$ cat config.mk
export PLATFORM = sky130hd
export DESIGN_NAME = pm_mac
export DESIGN_NICKNAME = d
export VERILOG_FILES = /design/src/pm_pkg.sv /design/src/pm_mac.sv
export SDC_FILE = /design/constraint.sdc
export NUM_CORES = 2
export LEC_CHECK = 0
export BUFFER_PORTS_ARGS = -buffer_cell sky130_fd_sc_hd__buf_2
export CORE_MARGIN = 8
export CORE_UTILIZATION = 56
export DETAILED_ROUTE_END_ITERATION = 8
export PLACE_DENSITY_LB_ADDON = 0.25
export SETUP_SLACK_MARGIN = 0.02
export SLEW_MARGIN = 20
export SYNTH_ARGS = -nofsm -noshare
export SYNTH_HDL_FRONTEND = slang
export SYNTH_SLANG_ARGS = --single-unit
$ cat constraint.sdc
create_clock -name clock -period 8 [get_ports clock]
set_input_delay 0.4 -clock clock [delete_from_list [all_inputs] [get_ports clock]]
set_output_delay 0.4 -clock clock [all_outputs]
set_load 0.005 [all_outputs]
$ cat src/pm_pkg.sv
// shared types and constants for the polynomial multiplier
package pm_pkg;

   localparam int MAX_TERMS_DEFAULT  = 32;
   localparam int COEF_WIDTH_DEFAULT = 32;
   localparam int COEF_PORT_WIDTH    = 32;
   localparam int RSP_WIDTH          = 64;

   typedef enum logic [1:0] {
      ST_LOAD,
      ST_RUN,
      ST_DRAIN
   } state_type;

   // control tag that travels with each product term down the pipeline
   typedef struct packed {
      logic valid;
      logic first;
      logic last_k;
      logic last_all;
   } tag_type;

endpackage

$ cat src/pm_mac.sv
// shared multiply-accumulate unit with 64-bit saturation of each finished sum
module pm_mac
   import pm_pkg::*;
#(
   parameter int MAX_TERMS  = MAX_TERMS_DEFAULT,
   parameter int COEF_WIDTH = COEF_WIDTH_DEFAULT
) (
   input  logic                  clock,
   input  logic                  reset,
   input  logic [COEF_WIDTH-1:0] op_a,
   input  logic [COEF_WIDTH-1:0] op_b,
   input  tag_type               tag,
   output logic                  rsp_valid,
   output logic [RSP_WIDTH-1:0]  rsp_coef_out,
   output logic                  rsp_last_out,
   output logic                  rsp_saturated
);

   localparam int PROD_W = 2 * COEF_WIDTH;
   localparam int ACC_W  = PROD_W + $clog2(MAX_TERMS) + 1;
   localparam int SAT_W  = (ACC_W > RSP_WIDTH) ? ACC_W : RSP_WIDTH + 1;

   localparam logic [RSP_WIDTH-1:0] POS_LIMIT = {1'b0, {(RSP_WIDTH-1){1'b1}}};
   localparam logic [RSP_WIDTH-1:0] NEG_LIMIT = {1'b1, {(RSP_WIDTH-1){1'b0}}};

   logic signed [COEF_WIDTH-1:0] a_s;
   logic signed [COEF_WIDTH-1:0] b_s;
   logic signed [PROD_W-1:0]     prod_in;
   logic signed [PROD_W-1:0]     prod_ff;
   tag_type                      tag_ff;
   logic signed [ACC_W-1:0]      acc_ff;
   logic signed [ACC_W-1:0]      acc_in;
   logic signed [SAT_W-1:0]      acc_ext;
   logic                         fits;

   logic                         valid_ff;
   logic [RSP_WIDTH-1:0]         coef_ff;
   logic                         last_ff;
   logic                         sat_ff;

   assign a_s     = op_a;
   assign b_s     = op_b;
   assign prod_in = a_s * b_s;

   assign acc_in  = tag_ff.first ? ACC_W'(prod_ff) : acc_ff + ACC_W'(prod_ff);
   assign acc_ext = SAT_W'(acc_in);
   // the sum fits when every bit above the 64-bit sign bit matches it
   assign fits    = (&acc_ext[SAT_W-1:RSP_WIDTH-1]) | ~(|acc_ext[SAT_W-1:RSP_WIDTH-1]);

   always_ff @(posedge clock) begin
      prod_ff <= prod_in;
      if (tag_ff.valid) begin
         acc_ff <= acc_in;
      end
      if (tag_ff.valid && tag_ff.last_k) begin
         coef_ff <= fits ? acc_ext[RSP_WIDTH-1:0]
                         : (acc_ext[SAT_W-1] ? NEG_LIMIT : POS_LIMIT);
         sat_ff  <= ~fits;
         last_ff <= tag_ff.last_all;
      end
   end

   always_ff @(posedge clock) begin
      if (reset) begin
         tag_ff   <= '0;
         valid_ff <= 1'b0;
      end else begin
         tag_ff   <= tag;
         valid_ff <= tag_ff.valid && tag_ff.last_k;
      end
   end

   assign rsp_valid     = valid_ff;
   assign rsp_coef_out  = coef_ff;
   assign rsp_last_out  = last_ff;
   assign rsp_saturated = sat_ff;

endmodule

Yosys cells after proc, flatten, opt, wreduce, memory -nomap -nowiden. Cells that the tools add are included. W data, S select, Z words.

Bitwise gates (word level): 3. Reduce and logical (&&, ||, !) cells: 3. Muxes and demuxes: 3. Multipliers: 1. Add/sub/neg operators: 1.

Operators by type and width (number): $mux W64 (2); $add A70 B64 Y70 (1); $mux W70 (1); $mul A32 B32 Y64 (1); $reduce_and A7 Y1 (1); $reduce_or A7 Y1 (1); $not A1 Y1 (2); $logic_and A1 B1 Y1 (1); $or A1 B1 Y1 (1).

Register bits after elaboration: 205. Logic and storage cells: 21. Input port bits: 70.

Logic depth before layout (Yosys ltp).
Depth in word-level cells: 6. Depth in mapped cells: 30. Mapped depth without buffers: 28.

Worst setup path after synthesis. Ideal clock, no wire load.

Path type: input to register. Start: in op_b[2]. End: reg prod_ff[58]. Cell stages on the path: 28. Arrival time: 7.614 ns. Library setup time: 0.123 ns. Slack: 0.263 ns. Data required time: 7.877 ns. Cells stage by stage: clkbuf_1 -> nand2_1 -> inv_1 -> fa_1 -> fa_1 -> inv_1 -> fa_1 -> fa_1 -> inv_1 -> fa_1 -> fa_1 -> fa_1 -> inv_1 -> fa_1 -> inv_1 -> ha_1 -> clkbuf_1 -> inv_1 -> o21bai_1 -> a21o_1 -> a2111oi_0 -> o31ai_1 -> or4_1 -> o21ai_2 -> o21ai_2 -> o41ai_4 -> o21ai_1 -> xor2_1.

Longest elaborated chain between the ends: 1.

Ends and longest elaborated chain: start, declared (line pm_mac.sv:11) `input logic [COEF_WIDTH-1:0] op_b,`; $mul A32 B32 Y64 (line pm_mac.sv:43) `assign prod_in = a_s * b_s;`; via prod_in[58] (line pm_mac.sv:28) `logic signed [PROD_W-1:0] prod_in;`; end signal, assigned (line pm_mac.sv:51) `prod_ff <= prod_in;`; end, declared (line pm_mac.sv:29) `logic signed [PROD_W-1:0] prod_ff;`.

The timed path passes the listed nets, and every way through them passes these cells. A chain may end at the register's enable or synchronous reset.

Worst setup path in the final report.
Start: in op_b[5]. End: reg prod_ff[63].

The elaborated chain is that of the path after synthesis.

==> flow_metrics.env <==
export IMPL_final_cell_area_um2=50850
export IMPL_fin_crit_sh=0.9511
export IMPL_synth_area_um2=47480
export IMPL_hold_viol=0
export IMPL_yosysTopAreaCell="fa_1"
export IMPL_outcome="finished clean"
export IMPL_synth_top_area_frac=0.4566
export IMPL_ant_nets=0
export IMPL_worstPathMaxFanout=21
export IMPL_slew_headroom=0.3203
export IMPL_die_h_um=307.2
export IMPL_min_period_ns=7.609
export IMPL_synth_cells=4968
export IMPL_ys_warn_count=0
export IMPL_grt_max_degree=95
export IMPL_core_um2=83820
export IMPL_critPathSlowestCell="fa_1"
export IMPL_nNetsFinal=6490
export IMPL_area_delta_synth_final_pct=7.091
export IMPL_synth_edff_count=136
export IMPL_synth_area_leaders="fa_1, edfxtp_1, inv_1, and2_1, ha_1"
export IMPL_core_rowCount=106
export IMPL_cts_path_max_buffers=3
export IMPL_drc=0
export IMPL_initial_core_util=0.5665
export IMPL_overflow=0
export IMPL_firstDrtPassIters=5
export IMPL_setup_viol=0
export IMPL_wl_per_cell_um=19.45
export IMPL_antenna_found_initial=6
export IMPL_place_gp_congestion=0.9257
export IMPL_r2r_start="acc_ff[46]"
export IMPL_synth_flop_cell="edfxtp_1"
export IMPL_syn_nets=6374
export IMPL_crit_path_start="op_b[5]"
export IMPL_critPathMaxStageDelay_ns=0.54
export IMPL_worst_slew_pin_slew_ns=1.019
export IMPL_final_common_cell="fa_1"
export IMPL_drv_slew=0
export IMPL_wl_mm=121.3
export IMPL_clock_latency_ns=0.51
export IMPL_cp_required_ns=8.38
export IMPL_clk_pin_slew_worst_paths_ns=0.07
export IMPL_layout_common_cells="fa_1, inv_1, nand2_1"
export IMPL_fmax_ghz=0.1314
export IMPL_die_area_um2=94370
export IMPL_avgSynthCellArea_um2=9.558
export IMPL_worstRegToRegCells=12
export IMPL_hpwl_mm=104.4
export IMPL_cts_tree="yes"
export IMPL_grt_first_pass_wirelength_mm=199.2
export IMPL_async_flop_share=0
export IMPL_yosysSeqAreaShare=0.1151
export IMPL_cp_data_arrival_time_ns=7.99
export IMPL_place_inst=6197
export IMPL_cts_sinks=205
export IMPL_grt_pass1_vias=36570
export IMPL_placed_area_um2=50220
export IMPL_dp_slack_ns=-0.08284
export IMPL_final_core_util=0.6067
export IMPL_path_common_cell="fa_1"
export IMPL_stdcell_count=6235
export IMPL_cap_violations=0
export IMPL_holdPathStages=2
export IMPL_cts_setup_buffers=0
export IMPL_path_class="primary input to flip-flop"
export IMPL_endpoint_kind="flip-flop"
export IMPL_ys_types=97
export IMPL_rsz0062_at_grt="no"
export IMPL_clockRootBuffer="clkbuf_16"
export IMPL_worst_clock_skew_ns=0.01519
export IMPL_via_count=34070
export IMPL_worstHoldStart="reset"
export IMPL_ios=137
export IMPL_grt_use_total=0.2638
export IMPL_hold_path_class="primary input to flip-flop"
export IMPL_cts_buffers=19
export IMPL_setup_slack_ns=0.3912
export IMPL_drt_iter0_markers=2186
export IMPL_cp_start_kind="primary input"
export IMPL_drive_above_1_share=0.08417
export IMPL_synth_seq_cells=205
export IMPL_viasPerCell=5.465
export IMPL_h_tree_depth=1
export IMPL_port_buffers=136
export IMPL_die_w_um=307.2
-- routing by layer --
metal  part of all wire  global-route usage  up-vias
li1                   -                   -    15270
met4              0.021             0.05574        2
met1               0.44              0.3765    17430
met5            0.00014                   0        -
met3              0.082             0.04962      168
met2               0.46              0.4226     1206
-- worst max-delay path, delay by kind of cell --
kind	cells	cell delay, ns
adders and majority gates	9	4.22
AOI/OAI and AO/OA	9	1.57
buffers and inverters	9	1.17
and+or+nand+nor	2	0.49
xor gates and xnor gates	1	0.11
-- path summary, 6_finish.rpt --
path,end,slack [ns]
worst max register to register,rsp_coef_out[20],3.31
worst min register to register,rsp_last_out,0.42
worst min-delay path,tag_ff[3],0.11
worst max-delay path,prod_ff[63],0.39
-- state kept, by name (all words and copies together) (netlist names) --
name           flops
prod_ff           64
rsp_last_out       1
acc_ff            70
rsp_saturated      1
rsp_valid          1
tag_ff             4
rsp_coef_out      64
-- logic make-up after synthesis --
family	after synthesis	share of synthesized area
adders and majority gates	1336	0.5233
buffers and inverters	1239	0.1002
and+or+nand+nor	1476	0.1540
AOI/OAI and AO/OA	574	0.08134
muxes	6	0.001475
DFF	205	0.1151
xor gates and xnor gates	132	0.02464
-- area by class of cell --
| class | count | area (um2) |
|---|---|---|
| clock inverter | 5 | 61.31 |
| clock buffer | 29 | 554.3 |
| inverter | 984 | 3694 |
| timing repair buffer | 350 | 2365 |
| fill | 7266 | 32970 |
| antenna | 4 | 10.01 |
| tap | 1134 | 1419 |
| multi-input combinational | 3524 | 37280 |
| sequential | 205 | 5470 |
-- stage by stage --
step	hold slack [ns]	setup TNS (ns)
finish	0.1093	0
global route	0.09722	0
global placement	0.3888	-0.03440
floorplan	0.3855	0
detailed placement	0.3998	-0.3054
CTS	0.08471	0
-- synthesized netlist by cell type, drive strengths merged, types with 41 or more instances --
cell type,n
a21bo,41
a21o,74
a21oi,146
and2,522
clkbuf,230
dfxtp,69
edfxtp,136
fa,1083
ha,253
inv,983
nand2,685
nor2,99
o21ai,167
xnor2,87
xor2,44
-- repair_timing --
item                       4_1_cts  5_1_grt
resized for setup                0        2
setup endpoints to repair        0        4
hold buffers                     0        0
Power is not shown: default switching activity piles up to over one toggle a cycle in this logic, so the estimate is an artifact.
