## src/pm_ram.sv

```systemverilog
// generic single-port-write, single-port-read ram with registered read
module pm_ram #(
   parameter int WIDTH = 32,
   parameter int DEPTH = 32
) (
   input  logic                     clock,
   input  logic                     wr_en,
   input  logic [$clog2(DEPTH)-1:0] wr_addr,
   input  logic [WIDTH-1:0]         wr_data,
   input  logic                     rd_en,
   input  logic [$clog2(DEPTH)-1:0] rd_addr,
   output logic [WIDTH-1:0]         rd_data
);

   logic [WIDTH-1:0] mem_ff [DEPTH];
   logic [WIDTH-1:0] rd_data_ff;

   always_ff @(posedge clock) begin
      if (wr_en) begin
         mem_ff[wr_addr] <= wr_data;
      end
      if (rd_en) begin
         rd_data_ff <= mem_ff[rd_addr];
      end
   end

   assign rd_data = rd_data_ff;

endmodule

```

## config.mk

```make
export PLATFORM = sky130hd
export DESIGN_NAME = pm_ram
export DESIGN_NICKNAME = d
export VERILOG_FILES = /design/src/pm_ram.sv
export SDC_FILE = /design/constraint.sdc
export NUM_CORES = 1
export LEC_CHECK = 0
export ABC_AREA = 1
export BUFFER_PORTS_ARGS = -buffer_cell sky130_fd_sc_hd__buf_2
export CAP_MARGIN = 20
export CORE_MARGIN = 1.5
export CORE_UTILIZATION = 35
export CTS_BUF_LIST = sky130_fd_sc_hd__clkbuf_4 sky130_fd_sc_hd__clkbuf_8 sky130_fd_sc_hd__clkbuf_16
export CTS_CLUSTER_DIAMETER = 200
export DETAILED_ROUTE_END_ITERATION = 12
export HOLD_SLACK_MARGIN = 0.15
export PLACE_DENSITY = 0.51
export SYNTH_ARGS = -nofsm -noshare
export SYNTH_HDL_FRONTEND = slang
export SYNTH_SLANG_ARGS = --single-unit
```

## constraint.sdc

```tcl
create_clock -name clock -period 2.6 [get_ports clock]
set_input_delay 0.39 -clock clock [delete_from_list [all_inputs] [get_ports clock]]
set_output_delay 0.39 -clock clock [all_outputs]
set_load 0.01 [all_outputs]
```

-- Yosys cells after proc, flatten, opt, wreduce, memory -nomap -nowiden
Memories as Yosys holds them, arrays and structs flattened. A register that Yosys moved wholly into a read port is not among the register bits.
Index checks and enable logic that the tools add are counted.
- memories kept: 1
- output and inout bits: 32
- RAM bits: 1024
- flip-flop bits (word level): 0
- memories (name ; words ; width ; rd ports ; clocked after memory_dff ; write ports ; RTL line ; source):
    mem_ff ; 32 ; 32 ; 1 ; 1 ; 1 ; 15 ; logic [WIDTH-1:0] mem_ff [DEPTH];
- multiplexer cells: 2
- operators with widths (kind ; number):
    $mux W1 ; 2

-- Logic depth before layout (Yosys ltp)
Gate-level depths: netlist of the first run.
- word-level depth: 2
- depth in mapped cells: 12

-- Worst setup path before layout of the first run
Ideal clock, no wire load.
- path type: input to register
- start: input port wr_addr[0]
- end: memory mem_ff[8][0], enable pin
- data required time: 2.179 ns
- path buffers: 0
- data arrival time: 2.045 ns
- library setup time: 0.421 ns
- path slack: 0.134 ns
- stages on the path: 3
- cells stage by stage: inv_1 nand3_1 nor2_1
- RTL lines (what ; RTL line ; source):
    from (decl) ; 8 ; input logic [$clog2(DEPTH)-1:0] wr_addr,
    to (decl) ; 15 ;
No word-level cell before the write port.

-- Worst setup path in the final report of the first run
- start: register rd_data_ff[22] (netlist: rd_data[22]), read port of mem_ff
- end: output port rd_data[22]
- RTL lines (what ; RTL line ; source):
    from (decl) ; 16 ; logic [WIDTH-1:0] rd_data_ff;
    to (decl) ; 12 ; output logic [WIDTH-1:0] rd_data
No word-level cell between the ends.

==> results, run 1 <==
- In the synthesized netlist, the cells that appear most often are sky130_fd_sc_hd__nand2_1, sky130_fd_sc_hd__edfxtp_1, sky130_fd_sc_hd__nand3_1, sky130_fd_sc_hd__buf_2, sky130_fd_sc_hd__buf_6.
- The switching power share of the total is 22.7%.
- The termination of the worst setup path is rd_data[22].
- The global-route wire length before repair is 186000 microns.
- The total area inside the core boundary comes to ~0.12 sq mm.
- The netlist area before placement is 0.0427 sq mm.
- The flow ran to the end, and the final reports show no timing, DRC or antenna violations.
- The remaining global-route overflow is 0.
- The portion of total power attributed to sequential cells is roughly 51%.
- The final count of hold timing violations came to 0.
- Max-cap violations in this run came to 0.
- The leakage power summed over all cells is about 18 nW.
- The final max-slew violation count is 0.
- The total routed wirelength is 127000 microns.
- Traced cell by cell, the critical path runs through buf_2.
- Counting distinct cell types in the post-synthesis netlist gives 13.
- The peak per-stage delay on the critical path is ~0.55 ns.
- For the worst setup path, the data required time is approximately 2.2 ns.
- The final cycle utilization of the critical path is a little under three quarters.
- The worst reg2reg path depth is 8.
- Routability-driven placement finished with a final weighted congestion of roughly 0.77.
- The number of stages on the worst setup path is 1.
- The worst slack at placement is approximately 0.5 ns.
- For this design, the sink count on the clock tree is around 1100.
- The biggest area consumer among synthesized cells is sky130_fd_sc_hd__edfxtp_1.
- The number of top-level pins is 77.
- The worst register-to-register path ends at rd_data[26]$_DFFE_PP_.
- The first routing iteration left 2611 violations.
- The most common cell in the synthesized netlist is sky130_fd_sc_hd__nand2_1.
- The largest net degree at the start of global routing is 96.
- The critical path starts at rd_data[22]$_DFFE_PP_.
- In the synthesized netlist the dominant register cell turns out to be sky130_fd_sc_hd__edfxtp_1.
- Dividing the detail-routed via count by the number of cells gives 5.06.
- The post-synthesis instance total is roughly 3500.
- The maximum fanout along the worst path is 1.
- The startpoint of the worst-slack reg-to-reg timing path is mem_ff[5][26]$_DFFE_PP_.
- Hold repair after CTS inserted 0 buffers.
- The number of nets in the synthesized netlist is 3581.
- The final net count is 3682.
- Setup repair after global routing left no endpoint under its margin.
- For flop-to-flop paths, the worst setup slack is 1.20 ns.
- The yosys synthesis warning count is 0.
- The total negative slack is 0 ns.
- Counting both buffers and inverters, the worst setup path holds a total of 1.
- The maximum clock insertion buffer count is 3.
- The die is 352 microns wide.
- Before antenna repair, the detailed router went through 5 iterations.
- The worst hold path belongs to the class input pin to flip-flop.
- Setup violations remaining at the end of the flow were counted as 0.
- Clock latency on the worst-skew pair, taken at its later pin, is around 0.71 ns.
- The cell-internal power is 28.7 mW.
- The number of storage elements in the synthesis netlist is 1056.
- The slew at the pin closest to its max-slew limit is approximately 0.78 ns.
- Gates resized during post-CTS repair numbered 0.
- The kind of launch point of the worst setup path is a flip-flop.
- After synthesis, the largest area contributor takes up 74.2% of total cell area.
- The cell sitting at the root of the clock tree is a sky130_fd_sc_hd__clkbuf_16.
- Relative to the synthesized area, the layout overhead comes to 15.1%.
- The smallest setup slack after layout is between 0.7 and 0.8 ns.
- The critical path data arrival time is 1.47 ns.
- The synthesized design contains 1056 enable-type register cells.
- Dividing the synthesized area by the synthesized cell count gives 12.1 sq um.
- The floorplan step defined a die boundary enclosing 0.124 sq mm.
- Buffers inserted during clock tree synthesis total 116.
- The count of unresolved DRC violations after routing is 0.
- The number of input and output port buffers inserted is 76.
- Power spread over the standard cell area amounts to 755 mW/mm^2.
- In the post-synthesis netlist, the biggest area contributors are sky130_fd_sc_hd__edfxtp_1, sky130_fd_sc_hd__nand2_1, sky130_fd_sc_hd__nand3_1, sky130_fd_sc_hd__buf_6, sky130_fd_sc_hd__buf_2.
- The number of buffers inserted to repair setup after CTS is 0.
- The fraction of the yosys area taken by sequential cells is 74.2%.
- The die is 352 microns tall.
- The part of the total power dissipated in the clock network is 42.6%.
- The worst setup path is captured at a primary output.
- The total inserted antenna cells is 0.
- The number of antenna violations at the first check in global routing is 7.
- The highest clock frequency the design can meet is 0.537 GHz.
- The detail-routed net length per standard cell is 23.8 microns.
- The number of levels the H-tree was split into is 3.
- The via count of the first global-routing pass is 26100.
- Once detail routing completed, the nets flagged for antenna violations numbered 0.
- The number of placement rows is 128.
- The type of the worst setup path is flip-flop to primary output.
- The global-route usage over all layers is between 20% and 30%.
- The final worst clock skew is 0.0294 ns.
- The standard cell with the maximum stage delay on the critical path is sky130_fd_sc_hd__edfxtp_1.
- The post-route minimum period is 1.86 ns.
- The cell family contributing the most delay on the critical path is flip-flops.
- The wire-length estimate of the detail-placed layout is 65400 microns.
- TritonCTS built the clock tree.
- The fraction of registers with async set or reset after synthesis is 0%.
- The starting density of the core is 35.2%.
- The highest ir drop seen on vdd is 0.000500 V.
- In this run the tightest slew margin relative to its limit is between 40% and 50%.
- The fraction of power consumed by combinational cells is 6.0%.
- The switching power is 8.42 mW.
- In the final layout, the share of cells above drive strength 1 is 11.1%.
- The clock-pin slew on the worst setup and hold paths is 0.06 ns.
- The via count of the routed design is between 20000 and 30000.
==> through the flow <==
stage | hold WS (ns) | utilization [%] | cells | total power, mW | cell area, sq um
after global routing | 0.196 | 40.5 | 5361 | 38.4 | 49200
final | 0.195 | 40.5 | 5361 | 37.1 | 49200
after detailed placement | 0.805 | 37.5 | 5144 | 21.7 | 45500
after global placement | 0.800 | 37.5 | 5144 | 21.7 | 45500
after floorplan | 0.489 | - | 3536 | 20.7 | 42700
after CTS | 0.154 | 40.5 | 5361 | 37.5 | 49200
==> metal layers <==
layer	vias up	share of wire, %	GRT usage, %
li1	12600	-	-
met1	13400	43	28.2
met2	901	47	32.9
met3	195	6.4	3.27
met4	2	2.9	6.46
met5	-	0.010	0
==> power by group through the flow <==
stage	clock network, mW	registers (mW)	logic (mW)
detailed placement	0	19.4	2.26
floorplan	0	19.4	1.30
global route	16.8	19.1	2.49
CTS	16.1	19.1	2.27
global placement	0	19.4	2.26
finish	15.8	19.1	2.24
==> final cells by class <==
type                    instances  area, sq um
fillers                     11500        72200
clock buffers                 142         3170
flip-flops and latches       1056        31700
inverters                      10         67.6
well taps                    1625         2030
multi-input cells            2252         9670
repair buffers                201         2040
clock inverters                75          494
==> sequential cells by signal, indices dropped and copies added (netlist names) <==
signal and cells:
mem_ff 1024, rd_data 32
==> worst register-to-register path, stage by stage (launching register included) <==
cell and delay [ns]:
sky130_fd_sc_hd__edfxtp_1 0.36, sky130_fd_sc_hd__nand2_1 0.07, sky130_fd_sc_hd__nand3_1 0.08, sky130_fd_sc_hd__nand3_1 0.09, sky130_fd_sc_hd__nand2_1 0.08, sky130_fd_sc_hd__nand2_1 0.06, sky130_fd_sc_hd__nand2_1 0.11, sky130_fd_sc_hd__nand2_1 0.08
sky130_fd_sc_hd__nand2_1 0.16
==> worst min path at each step <==
stage,startpoint,endpoint,slack (ns),cells past startpoint
4_1_cts,wr_data[3],mem_ff[31][3]$_DFFE_PP_,0.15,1
5_1_grt,rd_en,rd_data[3]$_DFFE_PP_,0.20,2
6_report,wr_data[18],mem_ff[12][18]$_DFFE_PP_,0.20,1
2_1_floorplan,wr_data[0],mem_ff[0][0]$_DFFE_PP_,0.49,0
3_5_place_dp,rd_data[14]$_DFFE_PP_,rd_data[14],0.80,1
3_3_place_gp,rd_data[14]$_DFFE_PP_,rd_data[14],0.80,1
==> cells in the final DEF (no fill, tap or decap), drive strengths merged <==
| cell type | synthesis | routed |
|---|---|---|
| nor2 | 32 | 32 |
| nand2 | 1440 | 1440 |
| clkinvlp | 0 | 2 |
| bufinv | 0 | 5 |
| clkinv | 0 | 67 |
| clkbuf | 24 | 142 |
| buf | 194 | 201 |
| edfxtp | 1056 | 1056 |
| inv | 10 | 11 |
| nand3 | 780 | 780 |
==> cells by family (layout without fill, tap and decap cells) <==
group         count (synthesis)  count (layout)  synth area share (%)
simple gates               2252            2252                  22.1
flops                      1056            1056                  74.2
buf+inv                     228             428                  3.71
Note: power is estimated with default switching activity, not from simulation.
==> run 2, diff against run 1 <==
Clock period 2.6 ns to 1.6 ns, I/O delays scaled along.
==> results, run 2 (synthesis results as in run 1) <==
- The register with the most flip-flops is mem_ff.
- The final net count came to 3838 (+4.2%).
- Leaving out fill and tap cells, the most frequent cell in the layout is sky130_fd_sc_hd__nand2_1.
- The total area of multi-input combinational cells was 0.00967 sq mm (unchanged).
- The worst reg2reg path depth is 8 (unchanged).
- The filler cell count in the final layout is 11400 (-1.3%).
- The leakage power summed over all cells is 18.9 nW (+5.6%).
- The slew at the pin closest to its max-slew limit is 0.658 ns (-0.124 ns).
- The number of iterations in the first detailed-routing pass is 7 (+2).
- The floorplan die height is 352 microns (unchanged).
- The final setup violation count is 4 (+4).
- The met3 track utilization from global routing was 3.04% (-0.22 points).
- The number of flip-flops under the largest register name is 1024 (unchanged).
- The final worst clock skew is 0.0156 ns (-0.0138 ns).
- The maximum fanout along the worst path is 1 (unchanged).
- The share of post-route cells with drive strength above 1 came to 13.8% (+2.7 points).
- The area taken by flip-flops and latches is 0.0317 sq mm (unchanged).
- Of the available clock period, the critical path in the final layout requires 102%.
- The critical path data arrival time came to 1.39 ns (-0.08 ns).
- The count of unresolved DRC violations after routing is 0 (unchanged).
- The library cells used most frequently in the layout, excluding fill and tap cells, are sky130_fd_sc_hd__nand2_1, sky130_fd_sc_hd__edfxtp_1, sky130_fd_sc_hd__nand3_1.
- The final count of hold timing violations is 0 (unchanged).
- The minimum hold slack is 0.321 ns (+0.125 ns).
- The critical path goes through buf_6.
- The largest net degree at the start of global routing came to 58 (-40%).
- The number of placement rows was 128 (unchanged).
- The startpoint of the worst hold path is rd_addr[2].
- The detailed router's first-iteration violation count was 2507 (-4.0%).
- The kind of cell with the highest combined delay on the critical path is flip-flops.
- The highest clock frequency the design can meet is 0.612 GHz.
- The checks that failed: negative setup slack.
- The total routed wirelength is 127000 microns (-0.58%).
- The most utilized layer in the global route result is met2.
- The clock insertion delay at the later pin of the skew report is 0.69 ns (-0.02 ns).
- The headroom to the max-slew limit came to 56.1% (+8.3 points).
- The global-route usage over all layers is 20.3% (-0.13 points).
- The detail-routed net length per standard cell is 23.0 microns (-3.2%).
- The global-route wire length before repair is 185000 microns (-0.39%).
- The worst register-to-register path begins at mem_ff[26][12]$_DFFE_PP_.
- The post-route minimum period is 1.63 ns.
- The worst setup path is launched from a flip-flop.
- The die boundary width is 352 microns (unchanged).
- The number of input and output port buffers inserted came to 76 (unchanged).
- The fraction of met2 tracks used by global routing is 32.6% (-0.35 points).
- By startpoint and endpoint, the worst setup path is classified as flip-flop to primary output.
- The final max-slew violation count is 0 (unchanged).
- The area growth from synthesis to layout is 20.3%.
- The area of the die is 0.124 sq mm (unchanged).
- The number of levels the H-tree was split into is 3 (unchanged).
- Setup repair after global routing could not meet its margin everywhere.
- The number of antenna violations at the first check in global routing is 4 (-3).
- The remaining global-route overflow is 0 (unchanged).
- The half-perimeter wire length of the detailed placement result is 74300 microns (+14%).
- The worst register-to-register path ends at rd_data[12]$_DFFE_PP_.
- The endpoint of the worst hold-timing path is rd_data[6]$_DFFE_PP_.
- The number of buffer and inverter stages on the critical path is 1 (unchanged).
- The number of max-capacitance violations reported is 0 (unchanged).
- The number of top-level pins was 77 (unchanged).
- TritonCTS built the clock tree.
- The via count of the routed design came to 27600 (+1.8%).
- The last weighted congestion value of the routability-driven placer is 0.793 (+3.3%).
- The data required time of the critical path is 1.36 ns (-0.85 ns).
- The slowest stage of the critical path belongs to the cell sky130_fd_sc_hd__edfxtp_1.
- The number of clock sinks is 1056 (unchanged).
- The maximum clock insertion buffer count is 3 (unchanged).
- The peak per-stage delay on the critical path is 0.52 ns (-0.03 ns).
- The post-route antenna net violation count is 0 (unchanged).
- The root buffer cell chosen for the clock tree is sky130_fd_sc_hd__clkbuf_16.
- The clock-pin slew on the worst setup and hold paths is 0.06 ns (about the same).
- The power density relative to cell area was 1170 mW/mm^2 (+55%).
- The met1 track utilization from global routing is 28.2% (+0.038 points).
- The minimum setup slack among reg-to-reg paths was 0.22 ns (-0.98 ns).
- The number of buffers created by CTS came to 113 (-2.6%).
- The worst setup path is captured at a primary output.
- The flow ran to the end, but the final reports show violations.
- The highest ir drop seen on vdd came to 0.000821 V (+64%).
- The starting density of the core is 35.2% (unchanged).
- The cell total after placement was 5268 (+2.4%).
- The worst hold path cell count is 8 (+7).
- The core area is 0.121 sq mm (unchanged).
- The final standard cell count with taps included and fillers excluded came to 5507 (+2.7%).
- The via count of the first global-routing pass came to 26800 (+2.4%).
- The smallest setup slack after layout is -0.0338 ns (-0.771 ns).
- The worst min-delay path category is input pin to flip-flop.
- The detailed-route vias per instance came to 5.01 (-0.91%).
run 2: per-stage QoR:
| stage | util [%] | worst slack [ns] | total power, mW | instance area, sq um | TNS (ns) |
|---|---|---|---|---|---|
| global placement | 39.1 | -0.171 | 35.7 | 47500 | -3.02 |
| global route | 42.3 | -0.142 | 62.2 | 51400 | -0.482 |
| CTS | 42.3 | -0.0998 | 60.8 | 51400 | -0.465 |
| finish | 42.3 | -0.0338 | 60.2 | 51400 | -0.0867 |
| floorplan | - | -0.318 | 33.7 | 42900 | -318.95 |
| detailed placement | 39.1 | -0.187 | 35.7 | 47500 | -3.74 |
run 2: layout make-up:
type | instances | area share, %
sequential | 1056 | 61.7
multi-input combinational | 2252 | 18.8
timing repair buffer | 360 | 8.54
clock buffer | 141 | 5.94
tap | 1625 | 3.95
clock inverter | 62 | 0.930
inverter | 10 | 0.134
antenna | 1 | 0.00487
run 2: worst max path at each step:
stage                           from                      to  slack (ns)  depth (start not counted)
3_5_place_dp              rd_addr[0]   rd_data[24]$_DFFE_PP_       -0.19                         11
4_1_cts        rd_data[31]$_DFFE_PP_             rd_data[31]        -0.1                          1
3_3_place_gp              rd_addr[0]   rd_data[24]$_DFFE_PP_       -0.17                         11
5_1_grt        rd_data[31]$_DFFE_PP_             rd_data[31]       -0.14                          1
6_report       rd_data[31]$_DFFE_PP_             rd_data[31]       -0.03                          1
2_1_floorplan             wr_addr[2]  mem_ff[3][0]$_DFFE_PP_       -0.32                          3
run 2: routing by layer:
| layer | vias to the layer above | wire length [microns] |
|---|---|---|
| met2 | 744 | 59500 |
| met3 | 201 | 6630 |
| met4 | 4 | 4020 |
| li1 | 12900 | - |
| met5 | - | 21 |
| met1 | 13700 | 56500 |
run 2: power breakdown:
| part | switching (mW) | internal (mW) |
|---|---|---|
| clock network | 10.5 | 14.5 |
| registers | 0.128 | 30.9 |
| logic | 2.75 | 1.40 |
| total | 13.4 | 46.8 |
run 2: worst min-delay path, cell delays in order:
cell and delay [ns]:
sky130_fd_sc_hd__buf_6 0.13, sky130_fd_sc_hd__inv_6 0.10, sky130_fd_sc_hd__nand3_1 0.10, sky130_fd_sc_hd__nand2_1 0.05
sky130_fd_sc_hd__nand2_1 0.05, sky130_fd_sc_hd__nand2_1 0.04, sky130_fd_sc_hd__nand2_1 0.07, sky130_fd_sc_hd__nand2_1 0.05
run 2: timing repair:
action	in CTS	in global routing
hold endpoints to repair	1032	0
gates resized for setup	1	1
setup endpoints to repair	10	9
hold buffers	35	0
buffers inserted	0	0
==> run 3, diff against run 2 <==
Settings changed: PLACE_DENSITY 0.51 to 0.49.
Clock period 1.6 ns to 2 ns, I/O delays scaled along.
==> results, run 3 (synthesis results as in run 1) <==
- The standard cell with the maximum stage delay on the critical path is sky130_fd_sc_hd__edfxtp_1.
- Setup repair after global routing left no endpoint under its margin.
- The headroom to the max-slew limit is 57.2% (+1.1 points).
- The register with the most flip-flops is mem_ff.
- The growth of design area from synthesis to finish is 17.8%.
- The detailed-route vias per instance is 5.07 (+1.2%).
- The half-perimeter wire length of the detailed placement result is 70300 microns (-5.3%).
- The final standard cell count with taps included and fillers excluded is 5418 (-1.6%).
- The number of top-level pins is 77 (unchanged).
- The peak per-stage delay on the critical path is 0.55 ns (+0.03 ns).
- The worst setup path is captured at a primary output.
- The final net count is 3755 (-2.2%).
- The highest ir drop seen on vdd came to 0.000676 V (-18%).
- The core area is 0.121 sq mm (unchanged).
- The tree is rooted in a sky130_fd_sc_hd__clkbuf_16.
- The part of the total power dissipated in the clock network is 41.5% (-0.2 points).
- The number of iterations in the first detailed-routing pass is 6 (-1).
- The number of max-capacitance violations reported came to 0 (unchanged).
- The area of all placed cells without fillers is 0.0503 sq mm (-2.1%).
- The number of buffers created by CTS was 111 (-1.8%).
- The final max-slew violation count came to 0 (unchanged).
- The area taken by flip-flops and latches is 0.0317 sq mm (unchanged).
- The number of buffer and inverter stages on the critical path is 1 (unchanged).
- The number of antenna violations at the first check in global routing is 6 (+2).
- The critical path data arrival time was 1.46 ns (+0.07 ns).
- The largest net degree at the start of global routing was 87 (+50%).
- The worst min-delay path category is input pin to flip-flop.
- The data required time of the critical path is 1.70 ns (+0.34 ns).
- The kind of launch point of the worst setup path is a flip-flop.
- The post-placement cell area is 0.0466 sq mm (-2.0%).
- The TritonCTS clock tree is built.
- The last weighted congestion value of the routability-driven placer is 0.763 (-3.8%).
- The count of unresolved DRC violations after routing was 0 (unchanged).
- The number of input and output port buffers inserted is 76 (unchanged).
- The post-route minimum period is approximately 1.8 ns.
- The portion of total power attributed to sequential cells came to 52.0% (+0.5 points).
- The via count of the first global-routing pass is 26600 (-0.55%).
- The filler cell count in the final layout came to 11500 (+0.87%).
- The global-route wire length before repair was 185000 microns (-0.14%).
- The floorplan die height is 352 microns (unchanged).
- The total routed wirelength is 126000 microns (-0.74%).
- The global-route usage over all layers is 20.1% (-0.14 points).
- The number of levels the H-tree was split into is 3 (unchanged).
- The total chip power was 47.8 mW (-21%).
- The slew at the pin closest to its max-slew limit is 0.642 ns (-0.0162 ns).
- The number of clock sinks came to 1056 (unchanged).
- The switching power share of the total is 22.6% (+0.33 points).
- The number of flip-flops under the largest register name is 1024 (unchanged).
- The cell total after placement is 5188 (-1.5%).
- Leaving out fill and tap cells, the most frequent cell in the layout is sky130_fd_sc_hd__nand2_1.
- In the layout the commonest cells are sky130_fd_sc_hd__nand2_1, sky130_fd_sc_hd__edfxtp_1, sky130_fd_sc_hd__nand3_1.
- The share of post-route cells with drive strength above 1 was 11.5% (-2.3 points).
- The post-route antenna net violation count is 0 (unchanged).
- Derived from the worst setup path, the maximum achievable clock frequency is 0.567 GHz.
- The worst path uses 88.2% of the clock period.
- The area of the die is 0.124 sq mm (unchanged).
- The die boundary width is 352 microns (unchanged).
- The number of placement rows is 128 (unchanged).
- The run finished with clean final reports.
- The fraction of power consumed by combinational cells is 6.5% (-0.4 points).
- The detail-routed net length per standard cell is 23.2 microns (+0.89%).
- The via count of the routed design is 27500 (-0.42%).
- The maximum clock insertion buffer count is 3 (unchanged).
- The clock-pin slew on the worst setup and hold paths was 0.06 ns (about the same).
- The final count of hold timing violations is 0 (unchanged).
- The detailed router's first-iteration violation count is 2422 (-3.4%).
- The remaining global-route overflow is 0 (unchanged).
- The final setup violation count is 0 (-4).
- The clock insertion delay at the later pin of the skew report is 0.70 ns (about the same).
- The type of the worst setup path is flip-flop to primary output.
- The switching power is 10.8 mW (-20%).
- The number of buffers inserted to repair setup after CTS is 0 (unchanged).
- The cell-internal power is 37.0 mW (-21%).
- The maximum fanout along the worst path came to 1 (unchanged).
- The starting density of the core is 35.2% (unchanged).
- The final worst clock skew is 0.0142 ns (-0.00143 ns).
- The power density relative to cell area is 948 mW/mm^2 (-19%).
- Walking the worst path, the cells encountered are buf_2.
- The kind of cell with the highest combined delay on the critical path is flip-flops.
- The leakage power summed over all cells is 18.3 nW (-3.1%).
- The total area of multi-input combinational cells is 0.00967 sq mm (unchanged).
[run 3: cell types whose count changed in the layout (fill, tap and decap cells not counted), moves of 9 or more]
cell | before | now
sky130_fd_sc_hd__clkinv_2 | 20 | 11
sky130_fd_sc_hd__buf_12 | 140 | 112
sky130_fd_sc_hd__clkbuf_4 | 27 | 17
sky130_fd_sc_hd__clkinv_1 | 29 | 39
sky130_fd_sc_hd__buf_4 | 110 | 58
[run 3: power by group through the flow]
stage / sequential (mW) / combinational [mW] / clock, mW
after floorplan: 25.3 / 1.69 / 0
after global placement: 25.3 / 3.08 / 0
after detailed placement: 25.3 / 3.09 / 0
after CTS: 24.8 / 3.16 / 20.2
after global routing: 24.8 / 3.44 / 21.1
final: 24.8 / 3.12 / 19.8
[run 3: per-stage QoR]
stage | setup slack [ns] | util [%] | TNS (ns) | hold slack [ns]
after floorplan | -0.376 | - | -367.18 | 0.399
after global placement | 0.146 | 38.4 | 0 | 0.725
after detailed placement | 0.129 | 38.4 | 0 | 0.725
after CTS | 0.202 | 41.5 | 0 | 0.200
after global routing | 0.162 | 41.5 | 0 | 0.261
final | 0.236 | 41.5 | 0 | 0.240
[run 3: what timing repair did]
action / CTS / global route
gates resized for setup: 0 / 0
hold buffers: 34 / 0
hold endpoints to repair: 1000 / 0
[run 3: path summary, 6_finish.rpt]
path                                  from               endpoint  slack (ns)  cells past startpoint
hold / removal                  rd_addr[2]   rd_data[1]$_DFFE_PP_        0.24                      7
hold reg to reg    mem_ff[14][1]$_DFFE_PP_   rd_data[1]$_DFFE_PP_        0.82                      8
setup reg to reg  mem_ff[30][29]$_DFFE_PP_  rd_data[29]$_DFFE_PP_        0.71                      8
setup / recovery     rd_data[17]$_DFFE_PP_            rd_data[17]        0.24                      1
[run 3: routing by layer]
layer  global-route usage [%]  up-vias  wire length (microns)
met5                        0        -                     23
met4                     5.34        4                   3320
met3                     3.00      202                   5820
met2                     33.3      708                  60500
met1                     27.6    13800                  56100
li1                         -    12700                      -
[run 3: layout make-up]
class / count / area share (%)
Clock inverter: 65 / 1.01
Multi-Input combinational cell: 2252 / 19.2
Antenna cell: 2 / 0.00994
Tap cell: 1625 / 4.04
Clock buffer: 129 / 5.82
Timing Repair Buffer: 279 / 6.79
Sequential cell: 1056 / 63.0
Inverter: 10 / 0.137
